$ cat src/hdl/bfes_pkg.sv
// Shared types and constants for the binned feature eviction scorer.
`default_nettype none

package bfes_pkg;

	localparam int unsigned CMD_W          = 3;
	localparam int unsigned ADDR_W         = 7;
	localparam int unsigned DATA_W         = 64;
	localparam int unsigned COUNT_W        = 4;
	localparam int unsigned INPUT_FEATURES = 9;

	localparam logic [DATA_W-1:0] SCORE_MAX         = 64'h7FFF_FFFF_FFFF_FFFF;
	localparam logic [DATA_W-1:0] SCORE_EVICT_FIRST = 64'hC000_0000_0000_0000;
	localparam logic [COUNT_W-1:0] COUNT_SAT        = 4'hF;

	typedef enum logic [CMD_W-1:0] {
		CMD_LOAD_EDGE   = 3'd0,
		CMD_LOAD_WEIGHT = 3'd1,
		CMD_LOAD_COUNT  = 3'd2,
		CMD_SCORE       = 3'd3,
		CMD_UNTRACKED   = 3'd4,
		CMD_NO_EVICT    = 3'd5
	} cmd_t;

	// what the output stage does with an item
	typedef enum logic [1:0] {
		KIND_SCORE       = 2'd0,
		KIND_EVICT_FIRST = 2'd1,
		KIND_MAX         = 2'd2
	} kind_t;

	typedef logic [DATA_W-1:0] word_t;

	// table write broadcast to every lane
	typedef struct packed {
		logic              edge_we;
		logic              weight_we;
		logic              count_we;
		logic [ADDR_W-1:0] addr;
		word_t             value;
	} lane_wr_t;

endpackage

`default_nettype wire

$ cat src/hdl/bfes_lane.sv
// One feature lane: bin count, edges and weights of a feature, and the bin lookup.
`default_nettype none

module bfes_lane #(
	parameter int unsigned BIN_LIMIT = 10,
	parameter int unsigned LANE_IDX  = 0
) (
	input  wire logic              clk,
	input  wire logic              arst_n,
	input  wire bfes_pkg::lane_wr_t wr,
	input  wire bfes_pkg::word_t   feature,
	output bfes_pkg::word_t        weight
);

	localparam int unsigned BIN_W  = $clog2(BIN_LIMIT);
	localparam int unsigned EXT_W  = 9;
	localparam logic [EXT_W-1:0] ADDR_LO  = EXT_W'(LANE_IDX * BIN_LIMIT);
	localparam logic [EXT_W-1:0] ADDR_HI  = EXT_W'((LANE_IDX + 1) * BIN_LIMIT);
	localparam logic [EXT_W-1:0] COUNT_AD = EXT_W'(LANE_IDX);
	localparam logic [bfes_pkg::COUNT_W:0] LIMIT_EXT = (bfes_pkg::COUNT_W + 1)'(BIN_LIMIT);

	bfes_pkg::word_t                edge_q   [BIN_LIMIT];
	bfes_pkg::word_t                weight_q [BIN_LIMIT];
	logic [bfes_pkg::COUNT_W-1:0]   count_q;

	logic [EXT_W-1:0] addr_ext;
	logic [EXT_W-1:0] addr_off;
	logic             in_range;
	logic [BIN_W-1:0] wr_bin;
	logic [BIN_W-1:0] bin;
	logic             enabled;

	assign addr_ext = {{(EXT_W - bfes_pkg::ADDR_W){1'b0}}, wr.addr};
	assign addr_off = addr_ext - ADDR_LO;
	assign in_range = (addr_ext >= ADDR_LO) && (addr_ext < ADDR_HI);
	assign wr_bin   = addr_off[BIN_W-1:0];

	always_ff @(posedge clk) begin
		if (wr.edge_we && in_range) begin
			edge_q[wr_bin] <= wr.value;
		end
		if (wr.weight_we && in_range) begin
			weight_q[wr_bin] <= wr.value;
		end
	end

	always_ff @(posedge clk or negedge arst_n) begin
		if (!arst_n) begin
			count_q <= '0;
		end else if (wr.count_we && (addr_ext == COUNT_AD)) begin
			count_q <= (|wr.value[bfes_pkg::DATA_W-1:bfes_pkg::COUNT_W]) ?
				bfes_pkg::COUNT_SAT : wr.value[bfes_pkg::COUNT_W-1:0];
		end
	end

	// first interior edge above the feature wins, else the last bin
	always_comb begin
		bin     = BIN_W'(count_q - 4'd1);
		enabled = (count_q != '0) && ({1'b0, count_q} <= LIMIT_EXT);
		for (int b = BIN_LIMIT - 2; b >= 0; b--) begin
			if (((b + 1) < int'(count_q)) && (feature < edge_q[b])) begin
				bin = BIN_W'(b);
			end
		end
		weight = enabled ? weight_q[bin] : '0;
	end

endmodule

`default_nettype wire

$ cat config.mk
export PLATFORM = sky130hd
export DESIGN_NAME = bfes_lane
export DESIGN_NICKNAME = d
export VERILOG_FILES = /design/src/hdl/bfes_pkg.sv /design/src/hdl/bfes_lane.sv
export SDC_FILE = /design/constraint.sdc
export NUM_CORES = 2
export LEC_CHECK = 0
export BUFFER_PORTS_ARGS = -buffer_cell sky130_fd_sc_hd__clkbuf_2
export CAP_MARGIN = 20
export CELL_PAD_IN_SITES_DETAIL_PLACEMENT = 1
export CELL_PAD_IN_SITES_GLOBAL_PLACEMENT = 2
export CORE_ASPECT_RATIO = 1.5
export CORE_UTILIZATION = 45
export DETAILED_ROUTE_END_ITERATION = 16
export GPL_ROUTABILITY_DRIVEN = 1
export PLACE_DENSITY_LB_ADDON = 0.05
export SYNTH_ARGS = -nofsm -noshare
export SYNTH_HDL_FRONTEND = slang
export SYNTH_SLANG_ARGS = --single-unit
export TNS_END_PERCENT = 10
$ cat constraint.sdc
create_clock -name clk -period 8.05 [get_ports clk]
set_input_delay 0.4025 -clock clk [delete_from_list [all_inputs] [get_ports clk]]
set_output_delay 0.4025 -clock clk [all_outputs]
set_load 0.02 [all_outputs]
# [After elaboration in Yosys (flattened, before gate mapping)]
# Memory sizes are Yosys's and may differ from the RTL's.
# Cells that the tools add are included.
[op_classes] n_addsub=1 n_lt_le_gt_ge=21 mux=15 reduce_logical=17
[ops] operator="$lt 64x64->1" n=9
[ops] operator="$mux 64" n=1
[ops] operator="$reduce_or 60->1" n=1
[ops] operator="$mux 4" n=10
[ops] operator="$lt 3x4->1 const A" n=4
[ops] operator="$logic_and 1x1->1" n=14
[ops] operator="$logic_not 9->1" n=1
[ops] operator="$lt 2x4->1 const A" n=2
[ops] operator="$lt 4x4->1 const A" n=2
[ops] operator="$ge 7x1->1 const B" n=1
[ops] operator="$lt 7x4->1 const B" n=1
[ops] operator="$le 4x4->1 const B" n=1
[ops] operator="$lt 1x4->1 const A" n=1
[ops] operator="$mux 1" n=4
[ops] operator="$reduce_bool 4->1" n=1
[ops] operator="$sub 4x1->4 const B" n=1
[totals] register_bits=4 ramBits=1280 in_bits=140 output_inout_bits=64 elab_cells=57 mem_count=2
[memory_table] name="edge_q" depth=10 width=64 read_ports=9 rd_clocked_by_memory_dff=0 wr=1 line_no="bfes_lane.sv:22" rtl="bfes_pkg::word_t edge_q [BIN_LIMIT];"
[memory_table] name="weight_q" depth=10 width=64 read_ports=1 rd_clocked_by_memory_dff=0 wr=1 line_no="bfes_lane.sv:23" rtl="bfes_pkg::word_t weight_q [BIN_LIMIT];"

# [Longest topological paths before layout]
# An unclocked memory read counts as a cell.
[depth] word_depth=14 mapped_depth=15 mapped_depth_nobuf=13

# [Least setup slack after synthesis]
# No wires, ideal clock.
[synth_timing] path_kind="input port to flip-flop" from="input port wr[70] (netlist name)" to="memory weight_q[9][0] (netlist name) (enable)" setup_time_ns=0.645 arrival_ns=7.052 required_time_ns=7.405 slack_ns=0.353 stages=4 n_path_buf=0 path_cell_list="nor3_1 -> and2_1 -> nand2_1 -> nor4_1"
[synth_via] elab_chain_cells=5 word_cells_on_any_way=6 classes_between="2 x order compare; 2 x mux; 2 x reduce/logical"
[synth_rtl] item="start, declared" line_no="bfes_lane.sv:10" rtl="input wire bfes_pkg::lane_wr_t wr,"
[synth_rtl] item="$ge 7x1->1 / $lt 7x4->1 (equally long branches)" line_no="bfes_lane.sv:35" rtl="assign in_range = (addr_ext >= ADDR_LO) && (addr_ext < ADDR_HI);"
[synth_rtl] item="$logic_and 1x1->1 *" line_no="bfes_lane.sv:35"
[synth_rtl] item="$logic_and 1x1->1 *" line_no="bfes_lane.sv:42" rtl="if (wr.weight_we && in_range) begin"
[synth_rtl] item="$mux 1 *" line_no="bfes_lane.sv:42"
[synth_rtl] item="$mux 1 (implied by the code) *" line_no="bfes_lane.sv:43" rtl="weight_q[wr_bin] <= wr.value;"
[synth_rtl] item="end, declared" line_no="bfes_lane.sv:23"
# Mark *: on every way between the ends. The rest lies on a longest branch, timed or not.

==> run metrics <==
Hold Vio Cnt, Final=0; min Tclk post-route=7330 ps; Yosys warning count=0; Crit Path Class=register to primary output; dominant synthesized flop cell=edfxtp_1; GP Congestion=0.828; period utilization=91.1%; GRT overflow=0; # fillers=12,500; Die ar.=129,000 um^2; GR Util All Layers=26.6%; Worst R2R End=count_q[3]; status=completed; EDFF count, synth=1,216; DR top layer=met5; Hold Crit Class=input pin to asynchronous set/reset pin; Post-synth ARST share=0.328%; maximum VDD drop=0.000217 V; count of cell types in the netlist=75; post-synthesis net count=roughly 4,700; worst reg2reg setup slack=roughly 7000 ps; most frequent cells in the layout=1,216 x edfxtp_1, 584 x inv_1, 570 x ha_1; number of global-route vias before repair=36,500; # DRC=0; WL/cell=27.6 um; routed vias/inst=approximately 5.6; clock root buffer=clkbuf_16; CTS max path bufs=3; Area Growth Syn to Fin=12.9%; RR Startpoint=count_q[3]; HPWL after DPL=113 mm; WP data arrival=roughly 7000 ps; flip-flop and latch area=36,600 um^2; Mapped Cells=4,006; CP Launch Type=register; DR WL met2=91.3 mm; Die Span X=294 um; routed length on met1=67.2 mm; row count=between 150 and 200; initial core utilization=a little under half; sequential area share after synthesis=63.7%; crit path setup slack, layout=719 ps; post-route ant nets=0; post-route cell area=64,900 um^2; Mapped Area=roughly 57,000 um^2; unrepaired setup endpoints after global routing=no; R2R depth=1; most common cell after layout, fill and taps aside=edfxtp_1; Post-Syn Area per Cell=between 10 and 15 um^2; initial antenna violation count=14; Max-Cap Viols=0; Vias=roughly 35,000; setup bufs post-CTS=0; CP Capture Type=primary output; height of the die=between 400 and 500 um; Tot Pwr=15.2 mW; met3 wire length=6.19 mm; first-pass GRT wire length=246 mm; Reg clk slew, reported paths=60 ps; FF+latch count, synth=1,220; pin count of the biggest net entering global routing=68; CP required=7650 ps; worst-skew pair later-pin latency=740 ps; Area after DPL=61,200 um^2; area of the multi-input gates=18,500 um^2; leak pwr=25.2 nW; slew margin rel.=25.0%; Layout Nets=5,053; clock buffer count from CTS=roughly 120; crit path max fanout=20; setup violators final=0; TNS Setup=0 ps; htree depth=3; detailed router's first-iteration violation count=1,914; measured slew at the worst slew-check pin=about 1100 ps; dpl ws=923 ps; io pins=204; fmax=136 MHz; floorplan core area=approximately 130,000 um^2; pwr dens=234 nW/um^2; CTS tree=yes; final max-slew violation count=0; utilization after layout=about half; Sink Count=1,220; Pre-Repair DR Iteration Count=5; final WL=170 mm; layout cells sized above 1=between 10% and 20%; Layout Skew=0 ps; port bufs=203
final cells by class:
class	instances	share of cell area, %
inverter	584	3.38
timing repair buffer	297	2.83
multi-input combinational	2121	28.4
sequential	1220	56.4
tap	1701	3.28
clock buffer	146	4.88
antenna	4	0.0154
clock inverter	74	0.750
worst max-delay path, cell delays in order, from the launching register on:
cell and delay [ps]:
edfxtp_1 330, inv_1 40, ha_1 300, nand4_1 190, nor4_1 980, nand3_1 630, a21oi_1 500, a222oi_1 210
a22oi_1 280, nand4b_2 200, or4b_1 560, a21boi_4 860, a22oi_1 170, a21oi_1 620, clkbuf_2 290
routing by layer:
layer	vias to the layer above	global-route usage (%)
met5	-	0
met4	14	8.93
met3	240	3.04
met2	704	49.8
met1	17800	31.2
li1	15900	-
cells by family (layout without fill, tap and decap cells):
family,after synthesis,after routing,share of synthesized area [%]
compound gates,760,760,8.88
xor+xnor,1,1,0.0152
fa+ha+maj,570,570,12.4
buf+inv,665,1101,4.54
flops,1220,1220,63.7
mux,320,320,6.27
other cells,0,4,0
simple gates,470,470,4.16
flip-flops by register name (all words and copies together), names as in the netlist:
name / cells
edge_q: 576
weight_q: 640
count_q: 4
what timing repair did:
action,CTS,global route
hold endpoints to repair,4,0
hold buffers,1,0
gates resized for setup,0,0
per-stage QoR:
step | hold slack [ps] | cells
final | 89.8 | 6147
after global routing | 87.0 | 6144
after CTS | 29.3 | 6142
after detailed placement | 217 | 5921
after global placement | 218 | 5918
after floorplan | 107 | 4006
report_power, final:
group	internal, mW	leakage (nW)	total (mW)	switching [mW]
sequential	7.01	11.0	7.02	0.0141
clock	2.93	1.79	5.38	2.45
combinational	1.03	12.4	2.81	1.78
total	11.0	25.2	15.2	4.25
synthesized netlist by cell type (all sizes together), types with 3 or more instances:
| cell type | number | area, um^2 |
|---|---|---|
| nor2b | 14 | 87.6 |
| and4 | 9 | 78.8 |
| o211ai | 13 | 103 |
| nand2b | 12 | 75.1 |
| nor3 | 24 | 120 |
| a2111oi | 11 | 104 |
| a211o | 8 | 70.1 |
| o2111ai | 5 | 43.8 |
| a22oi | 67 | 553 |
| or4 | 7 | 52.6 |
| and2 | 4 | 25.0 |
| a31oi | 9 | 56.3 |
| ha | 570 | 7130 |
| o22a | 4 | 35.0 |
| edfxtp | 1216 | 36500 |
| a41oi | 3 | 33.8 |
| a211oi | 33 | 248 |
| or3 | 4 | 25.0 |
| o21ai | 161 | 810 |
| clkbuf | 32 | 121 |
| nand2 | 115 | 432 |
| and3 | 7 | 43.8 |
| nand4 | 93 | 582 |
| a21oi | 262 | 1380 |
| a21o | 59 | 443 |
| nor2 | 88 | 333 |
| inv | 584 | 2190 |
| nor4 | 32 | 200 |
| o21bai | 3 | 22.5 |
| o221ai | 7 | 61.3 |
| nand3 | 54 | 270 |
| o21a | 13 | 97.6 |
| o31ai | 4 | 30.0 |
| dfrtp | 4 | 100 |
| a221oi | 71 | 753 |
| mux2 | 320 | 3600 |
| a221o | 5 | 50.1 |
| a21boi | 6 | 45.1 |
| buf | 49 | 295 |
how the worst max path moves through the flow:
stage                     depth (start not counted)          start              to  slack [ps]
after floorplan                                   4         wr[70]  weight_q[9][0]         350
after global placement                           15    feature[59]      weight[10]         990
after detailed placement                         14    feature[59]      weight[12]         920
after CTS                                        14  edge_q[6][59]      weight[12]         510
after global routing                             15  edge_q[6][59]      weight[10]         550
final                                            14  edge_q[6][59]      weight[12]         720
(Power assumes the default switching activity.)
